==> src/rtl/b58enc_pkg.sv <==
// Shared types, constants and the alphabet lookup of the base58 encoder.
package b58enc_pkg;

   localparam int IN_BYTES  = 25;
   localparam int OUT_CHARS = 34;

   localparam int BYTE_CNT_W = (IN_BYTES > 1) ? $clog2(IN_BYTES) : 1;
   localparam int CHAR_CNT_W = (OUT_CHARS > 1) ? $clog2(OUT_CHARS) : 1;

   // Reciprocal of 58 scaled by 2**20; exact for dividends below 2**14.
   localparam int RECIP_SHIFT = 20;
   localparam int RECIP_MULT  = 18079;

   localparam int QUEUE_PTR_W = 1;
   localparam int QUEUE_DEPTH = 2 ** QUEUE_PTR_W;

   typedef logic [7:0] b58enc_byte_type;
   typedef logic [6:0] b58enc_char_type;
   typedef logic [5:0] b58enc_digit_type;

   typedef struct packed {
      b58enc_byte_type data_byte;
      logic            last;
   } b58enc_entry_type;

   function automatic b58enc_char_type digit_to_char(input b58enc_digit_type digit);
      b58enc_char_type code;
      if (digit < 6'd9) begin
         code = 7'd49 + 7'(digit);
      end else if (digit < 6'd17) begin
         code = 7'd65 + 7'(digit - 6'd9);
      end else if (digit < 6'd22) begin
         code = 7'd74 + 7'(digit - 6'd17);
      end else if (digit < 6'd33) begin
         code = 7'd80 + 7'(digit - 6'd22);
      end else if (digit < 6'd44) begin
         code = 7'd97 + 7'(digit - 6'd33);
      end else if (digit < 6'd58) begin
         code = 7'd109 + 7'(digit - 6'd44);
      end else begin
         code = 7'd49;
      end
      return code;
   endfunction

endpackage

==> src/rtl/b58enc_ifs.sv <==
// Valid/ready channel interfaces for the byte input and the character output.
interface b58enc_req_if;
   import b58enc_pkg::*;
   logic            valid;
   logic            ready;
   b58enc_byte_type data_byte;
   modport source (output valid, output data_byte, input ready);
   modport sink (input valid, input data_byte, output ready);
endinterface

interface b58enc_rsp_if;
   import b58enc_pkg::*;
   logic            valid;
   logic            ready;
   b58enc_char_type char_code;
   logic            final_char;
   modport source (output valid, output char_code, output final_char, input ready);
   modport sink (input valid, input char_code, input final_char, output ready);
endinterface

==> src/rtl/b58enc_front.sv <==
// Front end: accepts input bytes and tags the one that completes a string.
module b58enc_front (
   input  logic                         clock,
   input  logic                         reset,
   b58enc_req_if.sink                   req_ch,
   output logic                         push_valid,
   output b58enc_pkg::b58enc_entry_type push_entry,
   input  logic                         push_ready
);
   import b58enc_pkg::*;

   logic [BYTE_CNT_W-1:0] count_ff;
   logic [BYTE_CNT_W-1:0] count_in;
   logic                  accept;
   logic                  is_last;

   assign req_ch.ready = push_ready;
   assign accept       = req_ch.valid && push_ready;
   assign is_last      = (count_ff >= BYTE_CNT_W'(IN_BYTES - 1));

   assign push_valid            = req_ch.valid;
   assign push_entry.data_byte  = req_ch.data_byte;
   assign push_entry.last       = is_last;

   always_comb begin
      count_in = count_ff;
      if (accept) begin
         count_in = is_last ? '0 : count_ff + 1'b1;
      end
   end

   always_ff @(posedge clock) begin
      if (reset) begin
         count_ff <= '0;
      end else begin
         count_ff <= count_in;
      end
   end

endmodule

==> src/rtl/b58enc_queue.sv <==
// Two-entry queue between the front end and the encoding engine.
module b58enc_queue (
   input  logic                         clock,
   input  logic                         reset,
   input  logic                         push_valid,
   input  b58enc_pkg::b58enc_entry_type push_entry,
   output logic                         push_ready,
   output logic                         pop_valid,
   output b58enc_pkg::b58enc_entry_type pop_entry,
   input  logic                         pop_ready
);
   import b58enc_pkg::*;

   b58enc_entry_type       entries_ff [QUEUE_DEPTH];
   logic [QUEUE_PTR_W-1:0] wr_ptr_ff;
   logic [QUEUE_PTR_W-1:0] wr_ptr_in;
   logic [QUEUE_PTR_W-1:0] rd_ptr_ff;
   logic [QUEUE_PTR_W-1:0] rd_ptr_in;
   logic [QUEUE_PTR_W:0]   fill_ff;
   logic [QUEUE_PTR_W:0]   fill_in;
   logic                   do_push;
   logic                   do_pop;

   assign push_ready = (fill_ff != (QUEUE_PTR_W + 1)'(QUEUE_DEPTH));
   assign pop_valid  = (fill_ff != '0);
   assign pop_entry  = entries_ff[rd_ptr_ff];
   assign do_push    = push_valid && push_ready;
   assign do_pop     = pop_valid && pop_ready;

   always_comb begin
      wr_ptr_in = do_push ? wr_ptr_ff + 1'b1 : wr_ptr_ff;
      rd_ptr_in = do_pop ? rd_ptr_ff + 1'b1 : rd_ptr_ff;
      fill_in   = fill_ff;
      if (do_push && !do_pop) begin
         fill_in = fill_ff + 1'b1;
      end else if (do_pop && !do_push) begin
         fill_in = fill_ff - 1'b1;
      end
   end

   always_ff @(posedge clock) begin
      if (do_push) begin
         entries_ff[wr_ptr_ff] <= push_entry;
      end
   end

   always_ff @(posedge clock) begin
      if (reset) begin
         wr_ptr_ff <= '0;
         rd_ptr_ff <= '0;
         fill_ff   <= '0;
      end else begin
         wr_ptr_ff <= wr_ptr_in;
         rd_ptr_ff <= rd_ptr_in;
         fill_ff   <= fill_in;
      end
   end

endmodule

==> src/rtl/b58enc_back.sv <==
// Encoding engine: loads the number, divides it by 58 byte by byte, emits characters.
module b58enc_back (
   input  logic                         clock,
   input  logic                         reset,
   input  logic                         pop_valid,
   input  b58enc_pkg::b58enc_entry_type pop_entry,
   output logic                         pop_ready,
   b58enc_rsp_if.source                 rsp_ch
);
   import b58enc_pkg::*;

   typedef enum logic [2:0] {
      ST_LOAD   = 3'b001,
      ST_DIVIDE = 3'b010,
      ST_EMIT   = 3'b100
   } state_type;

   state_type             state_ff;
   state_type             state_in;
   b58enc_byte_type       number_ff [IN_BYTES];
   b58enc_digit_type      digits_ff [OUT_CHARS];
   b58enc_digit_type      rem_ff;
   b58enc_digit_type      rem_in;
   logic [BYTE_CNT_W-1:0] byte_idx_ff;
   logic [BYTE_CNT_W-1:0] byte_idx_in;
   logic [CHAR_CNT_W-1:0] char_idx_ff;
   logic [CHAR_CNT_W-1:0] char_idx_in;

   logic [13:0]           dividend;
   logic [28:0]           product;
   b58enc_byte_type       quotient;
   logic [13:0]           quot_x58;
   logic [13:0]           rem_wide;
   b58enc_digit_type      rem_next;
   logic                  load_fire;
   logic                  div_step;
   logic                  pass_done;
   logic                  emit_fire;
   logic                  last_char;
   logic                  last_pass;

   // One step of the long division: leading byte plus the running remainder.
   assign dividend = {rem_ff, number_ff[0]};
   assign product  = 29'(dividend) * 29'(RECIP_MULT);
   assign quotient = product[RECIP_SHIFT +: 8];
   assign quot_x58 = {quotient, 6'b0} - {4'b0, quotient, 2'b0} - {5'b0, quotient, 1'b0};
   assign rem_wide = dividend - quot_x58;
   assign rem_next = rem_wide[5:0];

   assign pop_ready = (state_ff == ST_LOAD);
   assign load_fire = pop_valid && pop_ready;
   assign div_step  = (state_ff == ST_DIVIDE);
   assign pass_done = div_step && (byte_idx_ff == BYTE_CNT_W'(IN_BYTES - 1));
   assign last_char = (char_idx_ff == CHAR_CNT_W'(OUT_CHARS - 1));
   assign last_pass = (char_idx_ff == CHAR_CNT_W'(OUT_CHARS - 1));

   assign rsp_ch.valid      = (state_ff == ST_EMIT);
   assign rsp_ch.char_code  = digit_to_char(digits_ff[0]);
   assign rsp_ch.final_char = last_char;
   assign emit_fire         = rsp_ch.valid && rsp_ch.ready;

   // The character counter doubles as the pass counter while dividing.
   always_comb begin
      state_in    = state_ff;
      rem_in      = rem_ff;
      byte_idx_in = byte_idx_ff;
      char_idx_in = char_idx_ff;
      case (state_ff)
         ST_LOAD: begin
            if (load_fire && pop_entry.last) begin
               state_in    = ST_DIVIDE;
               rem_in      = '0;
               byte_idx_in = '0;
               char_idx_in = '0;
            end
         end
         ST_DIVIDE: begin
            if (pass_done) begin
               rem_in      = '0;
               byte_idx_in = '0;
               if (last_pass) begin
                  state_in    = ST_EMIT;
                  char_idx_in = '0;
               end else begin
                  char_idx_in = char_idx_ff + 1'b1;
               end
            end else begin
               rem_in      = rem_next;
               byte_idx_in = byte_idx_ff + 1'b1;
            end
         end
         ST_EMIT: begin
            if (emit_fire) begin
               char_idx_in = char_idx_ff + 1'b1;
               if (last_char) begin
                  state_in = ST_LOAD;
               end
            end
         end
         default: begin
            state_in = ST_LOAD;
         end
      endcase
   end

   // The number rotates by one byte per load or division step, so after a
   // full pass the quotient bytes are back in their original order.
   always_ff @(posedge clock) begin
      if (load_fire || div_step) begin
         for (int i = 0; i < IN_BYTES - 1; i++) begin
            number_ff[i] <= number_ff[i + 1];
         end
         number_ff[IN_BYTES - 1] <= load_fire ? pop_entry.data_byte : quotient;
      end
   end

   // Digits enter at the head, so the most significant ends up in front.
   always_ff @(posedge clock) begin
      if (pass_done) begin
         for (int i = 1; i < OUT_CHARS; i++) begin
            digits_ff[i] <= digits_ff[i - 1];
         end
         digits_ff[0] <= rem_next;
      end else if (emit_fire) begin
         for (int i = 0; i < OUT_CHARS - 1; i++) begin
            digits_ff[i] <= digits_ff[i + 1];
         end
      end
   end

   always_ff @(posedge clock) begin
      rem_ff <= rem_in;
   end

   always_ff @(posedge clock) begin
      if (reset) begin
         state_ff    <= ST_LOAD;
         byte_idx_ff <= '0;
         char_idx_ff <= '0;
      end else begin
         state_ff    <= state_in;
         byte_idx_ff <= byte_idx_in;
         char_idx_ff <= char_idx_in;
      end
   end

endmodule

==> src/rtl/base58_encoder_unit.sv <==
// Base58 encoder. Input bytes arrive one per transaction, most significant
// first; every 25th byte closes a string, and the unit then answers with 34
// ASCII characters of the base58 alphabet, most significant digit first, with
// final_char set on the last one. Leading zero digits come out as '1'. A byte
// is taken whenever the two-entry queue has room, so the front end keeps
// accepting up to two bytes of the next string while the engine works. The
// engine loads one byte per cycle while the queue holds bytes, then runs its
// shared divide-by-58 step over 34 long-division passes of 25 bytes each (one
// byte of one pass per cycle), then emits one character per cycle while the
// sink is ready.
module base58_encoder_unit (
   input  logic          clock,
   input  logic          reset,
   b58enc_req_if.sink    req_ch,
   b58enc_rsp_if.source  rsp_ch
);
   import b58enc_pkg::*;

   logic             push_valid;
   logic             push_ready;
   b58enc_entry_type push_entry;
   logic             pop_valid;
   logic             pop_ready;
   b58enc_entry_type pop_entry;

   b58enc_front u_front (
      .clock      (clock),
      .reset      (reset),
      .req_ch     (req_ch),
      .push_valid (push_valid),
      .push_entry (push_entry),
      .push_ready (push_ready)
   );

   b58enc_queue u_queue (
      .clock      (clock),
      .reset      (reset),
      .push_valid (push_valid),
      .push_entry (push_entry),
      .push_ready (push_ready),
      .pop_valid  (pop_valid),
      .pop_entry  (pop_entry),
      .pop_ready  (pop_ready)
   );

   b58enc_back u_back (
      .clock     (clock),
      .reset     (reset),
      .pop_valid (pop_valid),
      .pop_entry (pop_entry),
      .pop_ready (pop_ready),
      .rsp_ch    (rsp_ch)
   );

endmodule

==> src/flat_wrapper.sv <==
// flat-port wrapper written by rule: the top's interface ports become plain ports
module base58_encoder_unit_flat import b58enc_pkg::*;
  (clock, reset, req_ch_valid, req_ch_data_byte, req_ch_ready, rsp_ch_valid, rsp_ch_char_code, rsp_ch_final_char, rsp_ch_ready);
  b58enc_req_if req_ch_i ();
  b58enc_rsp_if rsp_ch_i ();
  input  logic clock;
  input  logic reset;
  input wire logic [$bits(req_ch_i.valid)-1:0] req_ch_valid;
  input wire logic [$bits(req_ch_i.data_byte)-1:0] req_ch_data_byte;
  output wire logic [$bits(req_ch_i.ready)-1:0] req_ch_ready;
  output wire logic [$bits(rsp_ch_i.valid)-1:0] rsp_ch_valid;
  output wire logic [$bits(rsp_ch_i.char_code)-1:0] rsp_ch_char_code;
  output wire logic [$bits(rsp_ch_i.final_char)-1:0] rsp_ch_final_char;
  input wire logic [$bits(rsp_ch_i.ready)-1:0] rsp_ch_ready;
  assign req_ch_i.valid = req_ch_valid;
  assign req_ch_i.data_byte = req_ch_data_byte;
  assign req_ch_ready = req_ch_i.ready;
  assign rsp_ch_valid = rsp_ch_i.valid;
  assign rsp_ch_char_code = rsp_ch_i.char_code;
  assign rsp_ch_final_char = rsp_ch_i.final_char;
  assign rsp_ch_i.ready = rsp_ch_ready;
  base58_encoder_unit u_core (.clock(clock), .reset(reset), .req_ch(req_ch_i), .rsp_ch(rsp_ch_i));
endmodule
==> config.mk <==
export PLATFORM = sky130hd
export DESIGN_NAME = base58_encoder_unit_flat
export DESIGN_NICKNAME = d
export VERILOG_FILES = /design/src/rtl/b58enc_pkg.sv /design/src/rtl/b58enc_ifs.sv /design/src/rtl/b58enc_front.sv /design/src/rtl/b58enc_queue.sv /design/src/rtl/b58enc_back.sv /design/src/rtl/base58_encoder_unit.sv /design/src/flat_wrapper.sv
export SDC_FILE = /design/constraint.sdc
export NUM_CORES = 1
export LEC_CHECK = 0
export BUFFER_PORTS_ARGS = -buffer_cell sky130_fd_sc_hd__clkbuf_2
export CAP_MARGIN = 20
export CORE_UTILIZATION = 55
export CTS_CLUSTER_DIAMETER = 30
export DETAILED_ROUTE_END_ITERATION = 8
export PLACE_DENSITY_LB_ADDON = 0.1
export SLEW_MARGIN = 20
export SYNTH_ARGS = -nofsm -noshare
export SYNTH_HDL_FRONTEND = slang
export SYNTH_SLANG_ARGS = --single-unit
==> constraint.sdc <==
create_clock -name clock -period 10.8 [get_ports clock]
set_clock_uncertainty 0.15 [all_clocks]
set_input_delay 3.24 -clock clock [delete_from_list [all_inputs] [get_ports clock]]
set_output_delay 3.24 -clock clock [all_outputs]
set_load 0.01 [all_outputs]
# Word-level counts from Yosys, hierarchy flattened
# Memory sizes are Yosys's and may differ from the RTL's. A register that Yosys moved wholly into a read port is not among the register bits.
# Cells that the tools add are included.
# totals
ff_bits	29
latch_bits	0
ram_bits	422
rom_bits	0
word_cells	171
n_memories	3
# op_classes
n_addsub	21
n_mul	1
div_mod_pow	0
n_lt_le_gt_ge	7
n_eq_ne	11
shift	0
muxes	70
n_bitwise	33
reduce_logical	17
# mem_list
memory	words	width	read_ports	rd_clocked_by_memory_dff	write_ports	line	rtl
u_core.u_back.digits_ff	34	6	34	0	34	b58enc_back.sv:21	b58enc_digit_type digits_ff [OUT_CHARS];
u_core.u_back.number_ff	25	8	25	0	25	b58enc_back.sv:20	b58enc_byte_type number_ff [IN_BYTES];
u_core.u_queue.entries_ff	2	9	1	1	1	b58enc_queue.sv:14	b58enc_entry_type entries_ff [QUEUE_DEPTH];
# op_table
operator	count
$mux W6	38
$mux W7	6
$add A7 B7 Y7 const A	5
$or A1 B1 Y1	33
$mul A14 B15 Y28 const B	1
$lt A6 B6 Y1 const B	3
$pmux W6 S3	1
$mux W3	5
$mux W5	3
$sub A6 B5 Y7 const B	2
$sub A6 B6 Y7 const B	2
$lt A6 B5 Y1 const B	2
$pmux W6 S2	1
$sub A6 B6 Y6	2
$mux W1	11
$add A5 B1 Y5 const B	2
$pmux W5 S2	1
$pmux W3 S3	1
$mux W8	1
$ne A2 B2 Y1 const B	4
$add A6 B6 Y7 const A	1
$logic_and A1 B1 Y1	7
$sub A6 B4 Y7 const B	1
$add A6 B1 Y6 const B	1
20 further kinds	26

# Depth between registers and ports, before layout
# Gate-level depths: netlist of run 1.
# logic_depth
ltp_word	8
ltp_mapped	30
mapped_depth_nobuf	30

# By module
# A second synthesis of run 1 with hierarchy kept.
# unflattened
hier_cells	1395
hier_area_um2	21406.8
# modules_own_cells
mod	n_inst	cells_per_inst	area_each_um2	seq_area_each_um2
b58enc_back	1	1299	20195.6	12592.1
b58enc_queue	1	52	869.6	640.6
b58enc_front	1	44	341.6	100.1

# Worst setup path after synthesis of run 1
# OpenSTA, ideal clock, no wires.
# synth_path
kind	input -> register
from	input rsp_ch_ready
to	memory u_core.u_back.digits_ff[0][0] (netlist name) (enable)
setup_ns	0.595
arrival_time_ns	7.966
slack_ns	2.090
path_stages	2
cell_sequence	nand2_1 -> nand2b_1
# synth_lines
element	line	rtl
start: declaration	flat_wrapper.sv:14	input wire logic [$bits(rsp_ch_i.ready)-1:0] rsp_ch_ready;
end: declaration	b58enc_back.sv:21	

==> impl_metrics.csv, run 1 <==
group,metric,value,unit
outcome,outcome,"finished clean",
routing,num_vias,10800,
finish,drive_gt1_share,25.3,%
job,maxCapViolCount,0,
timing,rsz0062_at_grt,"false",
clock_tree,clock-sinks,452,
critical_path,timing.critical_path.mode_cell,"fa_1",
routing,via_per_inst,5.28,
critical_path,crit_start,"u_core.u_back.rem_ff[3]$_SDFFCE_PP0P_",
routing,drt_wl_total,32800,µm
place,portBuffers,21,
timing,setup_tns,0,ns
critical_path,crit_type,"reg2reg",
floorplan,die_h,199,µm
critical_path,cp-start-kind,"register",
finish,num-nets-final,1672,
critical_path,r2r-start,"u_core.u_back.rem_ff[3]$_SDFFCE_PP0P_",
grt,grt_pass1_vias,11000,
synthesis,synth_cells,1379,
clock_tree,h-tree-depth,3,
timing,relSlewSlack,32.2,%
critical_path,critPathTopFamily,"adder cells",
finish,fin_area,25100,µm²
clock_tree,cts.path.max_buffers,3,
clock_tree,cts_setup_buffers,0,
synthesis,synth_ff_type,"edfxtp_1",
critical_path,ff2ff_setup_slack,3.11,ns
finish,n_antenna_cell,0,
clock_tree,worstSkewPairLatency,0.61,ns
grt,antenna_found_initial,0,
timing,maxSlewViolCount,0,
routing,postRouteAntennaNets,0,
synthesis,synthArstFlopShare,0,%
timing,tightest_slew,1.02,ns
timing,setup_viol,0,
timing,hold_viol,0,
critical_path,cp.required,10.98,ns
grt,track_usage,17.5,%
finish,syn2layout_area_growth,17.7,%
critical_path,crit_cells,25,
clock_tree,cts-root-buf,"clkbuf_16",
synthesis,synth_edf_count,428,
synthesis,synthesis.nets,1595,
critical_path,crit_buf_inv,4,
synthesis,synth-seq-area-share,62.5,%
place,placed_area,22000,µm²
clock_tree,cts_tree,"built",
critical_path,path_max_fanout,6,
critical_path,rr_worst_depth,25,
critical_path,crit_end,"u_core.u_back.digits_ff[0][5]$_DFFE_PP_",
grt,grt_first_pass_wirelength,54500,µm
routing,drtPass1Iterations,5,
synthesis,netlist_area,21300,µm²
timing,max_clock_freq,0.130,GHz
timing,fin_crit,7.69,ns
critical_path,crit_path_end_kind,"register",
routing,drt-initial-drc-count,663,
grt,grt_max_degree,92,
clock_tree,cts_resized,0,
critical_path,crit_slowest_cell,"fa_1",
worst_hold_path,hp-class,"reg2reg",
floorplan,start_util,56.2,%
floorplan,core,37900,µm²
floorplan,io_pins,22,
synthesis,synth.distinct_cells,71,
critical_path,critPathMaxStageDelay,0.61,ns
critical_path,arrival,7.87,ns
floorplan,rows,71,
timing,finalCritPeriodShare,71.2,%
clock_tree,cts_hold_buf,0,
routing,wl_per_cell,16.1,µm
grt,overflow,0,
synthesis,ys_warn_count,0,
floorplan,dieArea,39600,µm²
synthesis,synth-seq-cells,452,
synthesis,synth.avg_cell_area,15.5,µm²
clock_tree,cts_buffers,88,
place,gp_congestion,0.858,
place,place_hpwl,20600,µm
critical_path,reg2reg_to,"u_core.u_back.digits_ff[0][5]$_DFFE_PP_",
routing,drc,0,
finish,n_fill_cell,2701,
floorplan,die_x,199,µm
clock_tree,clk_pin_slew,0.05,ns
[through the flow]
stage | utilization, % | instances | hold WS [ns] | setup WS (ns)
after floorplan | - | 1379 | 0.250 | 2.09
after global placement | 57.9 | 1876 | 0.251 | 3.26
after detailed placement | 57.9 | 1876 | 0.255 | 3.14
after CTS | 66.1 | 2041 | 0.261 | 3.08
after global routing | 66.2 | 2042 | 0.265 | 2.55
final | 66.2 | 2042 | 0.260 | 3.11
[final cells by class]
type,count,area (µm²),share of cell area (%)
clock buffer,93,2250,8.97
inverter,134,503,2.00
timing repair buffer,28,181,0.723
tap,511,639,2.55
sequential,452,13300,53.1
multi-input combinational,752,7340,29.2
clock inverter,72,858,3.42
[flip-flops by register name (all words and copies together) (netlist names), named ones only]
signal,flops
u_core.u_queue.wr_ptr_ff,1
u_core.u_back.digits_ff,204
u_core.u_queue.fill_ff,2
u_core.u_back.byte_idx_ff,5
u_core.u_queue.entries_ff,18
u_core.u_back.rem_ff,6
u_core.u_queue.rd_ptr_ff,1
u_core.u_back.state_ff,3
u_core.u_front.count_ff,5
u_core.u_back.number_ff,200
u_core.u_back.char_idx_ff,6
[worst min path at each step]
stage / startpoint / cells past startpoint / endpoint / slack [ns]
6_report: u_core.u_back.number_ff[0][74]$_DFFE_PP_ / 0 / u_core.u_back.number_ff[0][66]$_DFFE_PP_ / 0.26
3_3_place_gp: u_core.u_back.number_ff[0][95]$_DFFE_PP_ / 0 / u_core.u_back.number_ff[0][87]$_DFFE_PP_ / 0.25
3_5_place_dp: u_core.u_back.number_ff[0][116]$_DFFE_PP_ / 0 / u_core.u_back.number_ff[0][108]$_DFFE_PP_ / 0.25
5_1_grt: u_core.u_back.number_ff[1][27]$_DFFE_PP_ / 0 / u_core.u_back.number_ff[1][19]$_DFFE_PP_ / 0.27
4_1_cts: u_core.u_back.number_ff[0][74]$_DFFE_PP_ / 0 / u_core.u_back.number_ff[0][66]$_DFFE_PP_ / 0.26
2_1_floorplan: u_core.u_back.number_ff[0][8]$_DFFE_PP_ / 0 / u_core.u_back.number_ff[0][0]$_DFFE_PP_ / 0.25
[cell families after synthesis]
kind of cell	share of synthesized area, %
xor gates and xnor gates	1.07
and+or+nand+nor	4.12
buffers and inverters	3.16
muxes	10.2
adders and majority gates	14.2
AOI/OAI and AO/OA	4.71
DFF	62.5
[metal layers]
layer	vias up	share of wire (%)	GRT usage [%]
met2	172	44	25.4
met3	53	3.6	3.73
met4	0	2.1	7.58
li1	5253	-	-
met1	5305	50	25.5
met5	-	0	0
[layout by cell type (no fill, tap or decap), drive strengths merged, types with 4 or more instances in the layout]
master    synthesis  layout
xnor2            12      12
nand3             8       8
inv             133     141
o21a              5       5
nor2             63      63
buf              14       7
nor2b             5       5
nor3              8       8
mux2i             8       8
fa               64      64
a21oi            39      39
or3               4       4
bufinv            0      13
and2              7       7
clkinv            1      39
nand2b           11      11
clkinvlp          0      13
mux2            186     186
nand4             6       6
a21o             12      12
edfxtp          428     428
a31oi             6       6
a311oi            5       5
xor2             14      14
ha              140     140
o31ai             5       5
o21ai            38      38
clkbuf           27     114
dfxtp            24      24
a211oi            7       7
nand2            55      55
[cells in the mapped netlist, types with 8 or more instances]
cell type | number | share of area [%]
xnor2_1 | 12 | 0.49
a21oi_1 | 37 | 0.87
mux2_2 | 179 | 9.5
o21ai_0 | 34 | 0.80
nand2b_1 | 11 | 0.32
a21o_1 | 12 | 0.42
clkbuf_1 | 26 | 0.46
inv_1 | 130 | 2.3
fa_1 | 64 | 6.0
ha_1 | 140 | 8.2
nor2_1 | 63 | 1.1
xor2_1 | 14 | 0.57
buf_2 | 13 | 0.31
edfxtp_1 | 428 | 60
dfxtp_1 | 24 | 2.3
nand2_1 | 55 | 0.97
nand3_1 | 8 | 0.19
mux2i_1 | 8 | 0.38
Power of run 1 is left out: the tool's default activity adds up to more than one toggle a clock period on the data nets, which glitch-free logic cannot reach.
==> run 2: changes to the inputs <==
==> constraint.sdc (replaced) <==
create_clock -name clock -period 7 [get_ports clock]
set_clock_uncertainty 0.15 [all_clocks]
set_input_delay 2.1 -clock clock [delete_from_list [all_inputs] [get_ports clock]]
set_output_delay 2.1 -clock clock [all_outputs]
set_load 0.01 [all_outputs]
==> run 2 against run 1 <==
Net effect:
- die area unchanged
- via count rose by 1.8%
- sequential cell count is the same
- count of clock-buffer cells in the layout rose by 14
- design area is 1.8% higher
- wire length up 1.4%
- cell count is 1.9% higher
- hold slack worse by 0.0076 ns
- global-route usage is 0.16 points higher
==> impl_metrics.csv, run 2 (same netlist as run 1, synthesis figures left out) <==
group,metric,value,unit
outcome,outcome,"finished clean",
grt,grt_first_pass_wirelength,54900,µm
grt,track_usage,17.7,%
clock_tree,cts.path.max_buffers,3,
finish,largest_register_ffs,204,
finish,n_antenna_cell,0,
critical_path,cp.required,7.17,ns
place,gp_congestion,0.847,
timing,worst_slack,0.0507,ns
floorplan,io_pins,22,
clock_tree,cts_hold_buf,0,
critical_path,arrival,7.11,ns
timing,rsz0062_at_grt,"true",
critical_path,crit_buf_inv,3,
critical_path,timing.critical_path.mode_cell,"fa_1",
routing,wl_per_cell,16.0,µm
critical_path,crit_path_end_kind,"register",
job,maxCapViolCount,0,
floorplan,die_h,199,µm
place,portBuffers,21,
critical_path,crit_slowest_cell,"fa_1",
routing,num_vias,11000,
finish,syn2layout_area_growth,19.8,%
timing,maxSlewViolCount,0,
routing,drc,0,
finish,layout_commonest_cell,"edfxtp_1",
grt,antenna_found_initial,0,
worst_hold_path,hp-class,"reg2reg",
critical_path,critPathTopFamily,"adder cells",
finish,utilization,67.3,%
floorplan,die_x,199,µm
clock_tree,h-tree-depth,3,
grt,grt_pass1_vias,11000,
grt,grt_max_degree,201,
routing,drtPass1Iterations,5,
critical_path,path_max_fanout,4,
timing,finalCritPeriodShare,99.3,%
floorplan,start_util,56.2,%
place,pre_cts_slack,-0.296,ns
clock_tree,cts_tree,"built",
timing,max_clock_freq,0.144,GHz
clock_tree,cts_buffers,88,
finish,top_register,"u_core.u_back.digits_ff",
place,place_hpwl,20800,µm
timing,relSlewSlack,28.9,%
critical_path,crit_type,"reg2reg",
clock_tree,clock-sinks,452,
timing,hold_viol,0,
routing,postRouteAntennaNets,0,
finish,layout_common_cells,"edfxtp_1, mux2_2, ha_1",
routing,drt_wl_total,33300,µm
routing,via_per_inst,5.28,
floorplan,core,37900,µm²
timing,setup_viol,0,
finish,drive_gt1_share,27.6,%
routing,drt-initial-drc-count,646,
critical_path,cp-start-kind,"register",
finish,reg_top3,"u_core.u_back.digits_ff (204), u_core.u_back.number_ff (200), u_core.u_queue.entries_ff (18)",
finish,num-nets-final,1711,
clock_tree,clk_pin_slew,0.05,ns
floorplan,rows,71,
timing,tightest_slew,1.07,ns
floorplan,dieArea,39600,µm²
critical_path,critPathMaxStageDelay,0.60,ns
clock_tree,cts-root-buf,"clkbuf_16",
timing,fin_crit,6.95,ns
grt,overflow,0,
clock_tree,worstSkewPairLatency,0.60,ns
## run 2: path summary, 6_finish.rpt
| path | cells past startpoint | slack, ns | end | start |
|---|---|---|---|---|
| hold reg to reg | 0 | 0.25 | u_core.u_back.number_ff[0][123]$_DFFE_PP_ | u_core.u_back.number_ff[1][3]$_DFFE_PP_ |
| hold / removal | 0 | 0.25 | u_core.u_back.number_ff[0][123]$_DFFE_PP_ | u_core.u_back.number_ff[1][3]$_DFFE_PP_ |
| setup / recovery | 26 | 0.05 | u_core.u_back.digits_ff[0][5]$_DFFE_PP_ | u_core.u_back.rem_ff[5]$_SDFFCE_PP0P_ |
| setup reg to reg | 26 | 0.05 | u_core.u_back.digits_ff[0][5]$_DFFE_PP_ | u_core.u_back.rem_ff[5]$_SDFFCE_PP0P_ |
## run 2: final cells by class
class / instances / area [µm²]
clock buffers: 107 / 2360
clock inverters: 57 / 761
fillers: 2639 / 12400
inverters: 134 / 503
multi-input cells: 752 / 7470
flip-flops and latches: 452 / 13300
well taps: 511 / 639
repair buffers: 67 / 479
## run 2: what timing repair did
action                                  in CTS  in global routing
pin swaps                                   21                 12
buffers inserted                             3                  1
endpoints found under the setup margin       4                  6
resized for setup                           14                 13
## run 2: worst reg2reg max path: cells and delay by family, from the launching register on
kind / cells / cell delay [ns]
adder cells (fa/ha/maj): 9 / 3.79
XOR/XNOR: 5 / 0.89
AO/OA/AOI/OAI: 5 / 0.65
AND/OR/NAND/NOR: 4 / 0.63
flip-flops: 1 / 0.41
buffers and inverters: 3 / 0.15
## run 2: per-stage QoR
step	std cells	TNS (ns)	cell area (µm²)	hold slack [ns]
2_1_floorplan	1379	0	21300	0.250
3_3_place_gp	1912	-0.248	22300	0.251
3_5_place_dp	1912	-0.600	22300	0.255
4_1_cts	2079	0	25500	0.251
5_1_grt	2080	-0.663	25500	0.253
6_report	2080	0	25500	0.252
## run 2: per-layer routing
| layer | global-route usage (%) | wire [µm] | vias up |
|---|---|---|---|
| li1 | - | - | 5317 |
| met1 | 26.2 | 16500 | 5402 |
| met2 | 25.2 | 14700 | 208 |
| met3 | 4.43 | 1490 | 45 |
| met4 | 6.27 | 567 | 0 |
| met5 | 0 | 0 | - |
Power of run 2 is left out for the same reason.
==> run 3: changes to the inputs <==
--- a/config.mk
+++ b/config.mk
@@ -10,7 +10,8 @@
 export CORE_UTILIZATION = 55
 export CTS_CLUSTER_DIAMETER = 30
 export DETAILED_ROUTE_END_ITERATION = 8
-export PLACE_DENSITY_LB_ADDON = 0.1
+export PLACE_DENSITY = 0.74
+export RECOVER_POWER = 25
 export SLEW_MARGIN = 20
 export SYNTH_ARGS = -nofsm -noshare
 export SYNTH_HDL_FRONTEND = slang
==> run 3 against run 2 <==
Net effect:
- the flow now finishes with violations (capacitance limit, slew limit, setup timing)
- setup slack worse by 0.14 ns
- highest routed layer unchanged
- non-clock buffer count rose by 8
- count of clock-buffer cells in the layout down 9
- sequential share of layout area is 0.26 points lower
- critical path depth rose by 1
- critical path type unchanged
- first-iteration DRC count up 20%
==> impl_metrics.csv, run 3 (same netlist as run 1, synthesis figures left out) <==
group,metric,value,unit
place,pre_cts_slack,-0.221,ns
finish,num-nets-final,1722,
floorplan,rows,71,
routing,num_vias,11300,
grt,grt_first_pass_wirelength,57400,µm
clock_tree,clk_pin_slew,0.05,ns
floorplan,die_x,199,µm
routing,postRouteAntennaNets,0,
timing,max_clock_freq,0.141,GHz
grt,antenna_found_initial,0,
timing,tightest_slew,3.95,ns
grt,track_usage,18.5,%
floorplan,dieArea,39600,µm²
critical_path,ff2ff_setup_slack,-0.09,ns
finish,top_register,"u_core.u_back.digits_ff",
place,portBuffers,21,
critical_path,path_max_fanout,4,
finish,utilization,67.7,%
finish,seq_area,13300,µm²
timing,hold_viol,0,
critical_path,cp.required,7.17,ns
timing,relSlewSlack,-164,%
finish,syn2layout_area_growth,20.4,%
timing,rsz0062_at_grt,"true",
floorplan,die_h,199,µm
critical_path,crit_type,"reg2reg",
outcome,violations,"capacitance limit, slew limit, setup timing",
finish,reg_top3,"u_core.u_back.digits_ff (204), u_core.u_back.number_ff (200), u_core.u_queue.entries_ff (18)",
place,dp.cells,1913,
clock_tree,cts_hold_buf,0,
clock_tree,h-tree-depth,3,
routing,drt_wl_total,35000,µm
place,place_hpwl,21100,µm
routing,wl_per_cell,16.7,µm
timing,setup_tns,-0.138,ns
finish,largest_register_ffs,204,
floorplan,io_pins,22,
clock_tree,worstSkewPairLatency,0.60,ns
routing,drtPass1Iterations,5,
clock_tree,clock-sinks,452,
grt,grt_max_degree,108,
clock_tree,cts-root-buf,"clkbuf_16",
timing,setup_viol,2,
worst_hold_path,hp-class,"reg2reg",
place,gp_congestion,0.834,
timing,fin_crit,7.09,ns
clock_tree,cts_tree,"built",
finish,layout_commonest_cell,"edfxtp_1",
floorplan,start_util,56.2,%
finish,layout_common_cells,"edfxtp_1, mux2_2, ha_1",
floorplan,core,37900,µm²
finish,n_fill_cell,2489,
timing,finalCritPeriodShare,101,%
grt,overflow,0,
finish,n_antenna_cell,0,
finish,drive_gt1_share,29.9,%
timing,maxSlewViolCount,67,
timing,worst_slack,-0.0888,ns
clock_tree,cts_buffers,91,
critical_path,crit_path_end_kind,"register",
routing,drc,0,
critical_path,cp-start-kind,"register",
clock_tree,cts.path.max_buffers,3,
outcome,outcome,"complete, but fails checks",
routing,via_per_inst,5.38,
routing,drt-initial-drc-count,775,
finish,fin_cells,2092,
grt,grt_pass1_vias,11500,
finish,multi_input_area,7580,µm²
job,maxCapViolCount,1,
critical_path,arrival,7.26,ns
## run 3: through the flow
stage / cell area, µm² / hold WS [ns]
final: 25700 / 0.256
after global routing: 25700 / 0.264
after CTS: 25500 / 0.259
after detailed placement: 22300 / 0.255
after global placement: 22300 / 0.251
after floorplan: 21300 / 0.250
## run 3: layer usage
layer,wire length (µm),global-route usage [%]
met5,0,0
met1,16400,26.1
met2,16200,27.8
met4,657,6.89
met3,1730,4.49
## run 3: critical path, cell delays in order, from the launching register on
cell and delay, ns:
edfxtp_1 0.36, inv_2 0.06, fa_1 0.58, inv_2 0.06
buf_4 0.13, fa_1 0.47, inv_1 0.05, fa_2 0.45
fa_1 0.53, inv_1 0.07, fa_2 0.56, ha_2 0.28
ha_4 0.25, a21oi_2 0.20, o221ai_2 0.15, a221oi_4 0.39
nand2_2 0.13, nor2_2 0.15, nor2_2 0.08, xor2_1 0.22
ha_1 0.29, ha_1 0.30, a21o_1 0.17, a21oi_2 0.14
xor2_1 0.18, xnor2_1 0.18, xnor2_2 0.17, o21ai_1 0.08
## run 3: final cells by class
type / instances / area share [%]
tap: 511 / 2.49
inverter: 134 / 1.96
clock inverter: 70 / 2.96
sequential: 452 / 51.9
clock buffer: 98 / 9.09
timing repair buffer: 75 / 2.02
multi-input combinational: 752 / 29.5
## run 3: worst paths after layout
path | startpoint | to | cells after the start
max | u_core.u_back.rem_ff[3]$_SDFFCE_PP0P_ | u_core.u_back.digits_ff[0][5]$_DFFE_PP_ | 27
min | u_core.u_back.number_ff[1][13]$_DFFE_PP_ | u_core.u_back.number_ff[1][5]$_DFFE_PP_ | 0
min reg2reg | u_core.u_back.number_ff[1][13]$_DFFE_PP_ | u_core.u_back.number_ff[1][5]$_DFFE_PP_ | 0
max reg2reg | u_core.u_back.rem_ff[3]$_SDFFCE_PP0P_ | u_core.u_back.digits_ff[0][5]$_DFFE_PP_ | 27
## run 3: repair_timing
action / 4_1_cts / 5_1_grt
setup buffers: 6 / 5
resized for setup: 20 / 32
endpoints found under the setup margin: 4 / 6
pin swaps: 23 / 23
Power of run 3 is left out for the same reason.
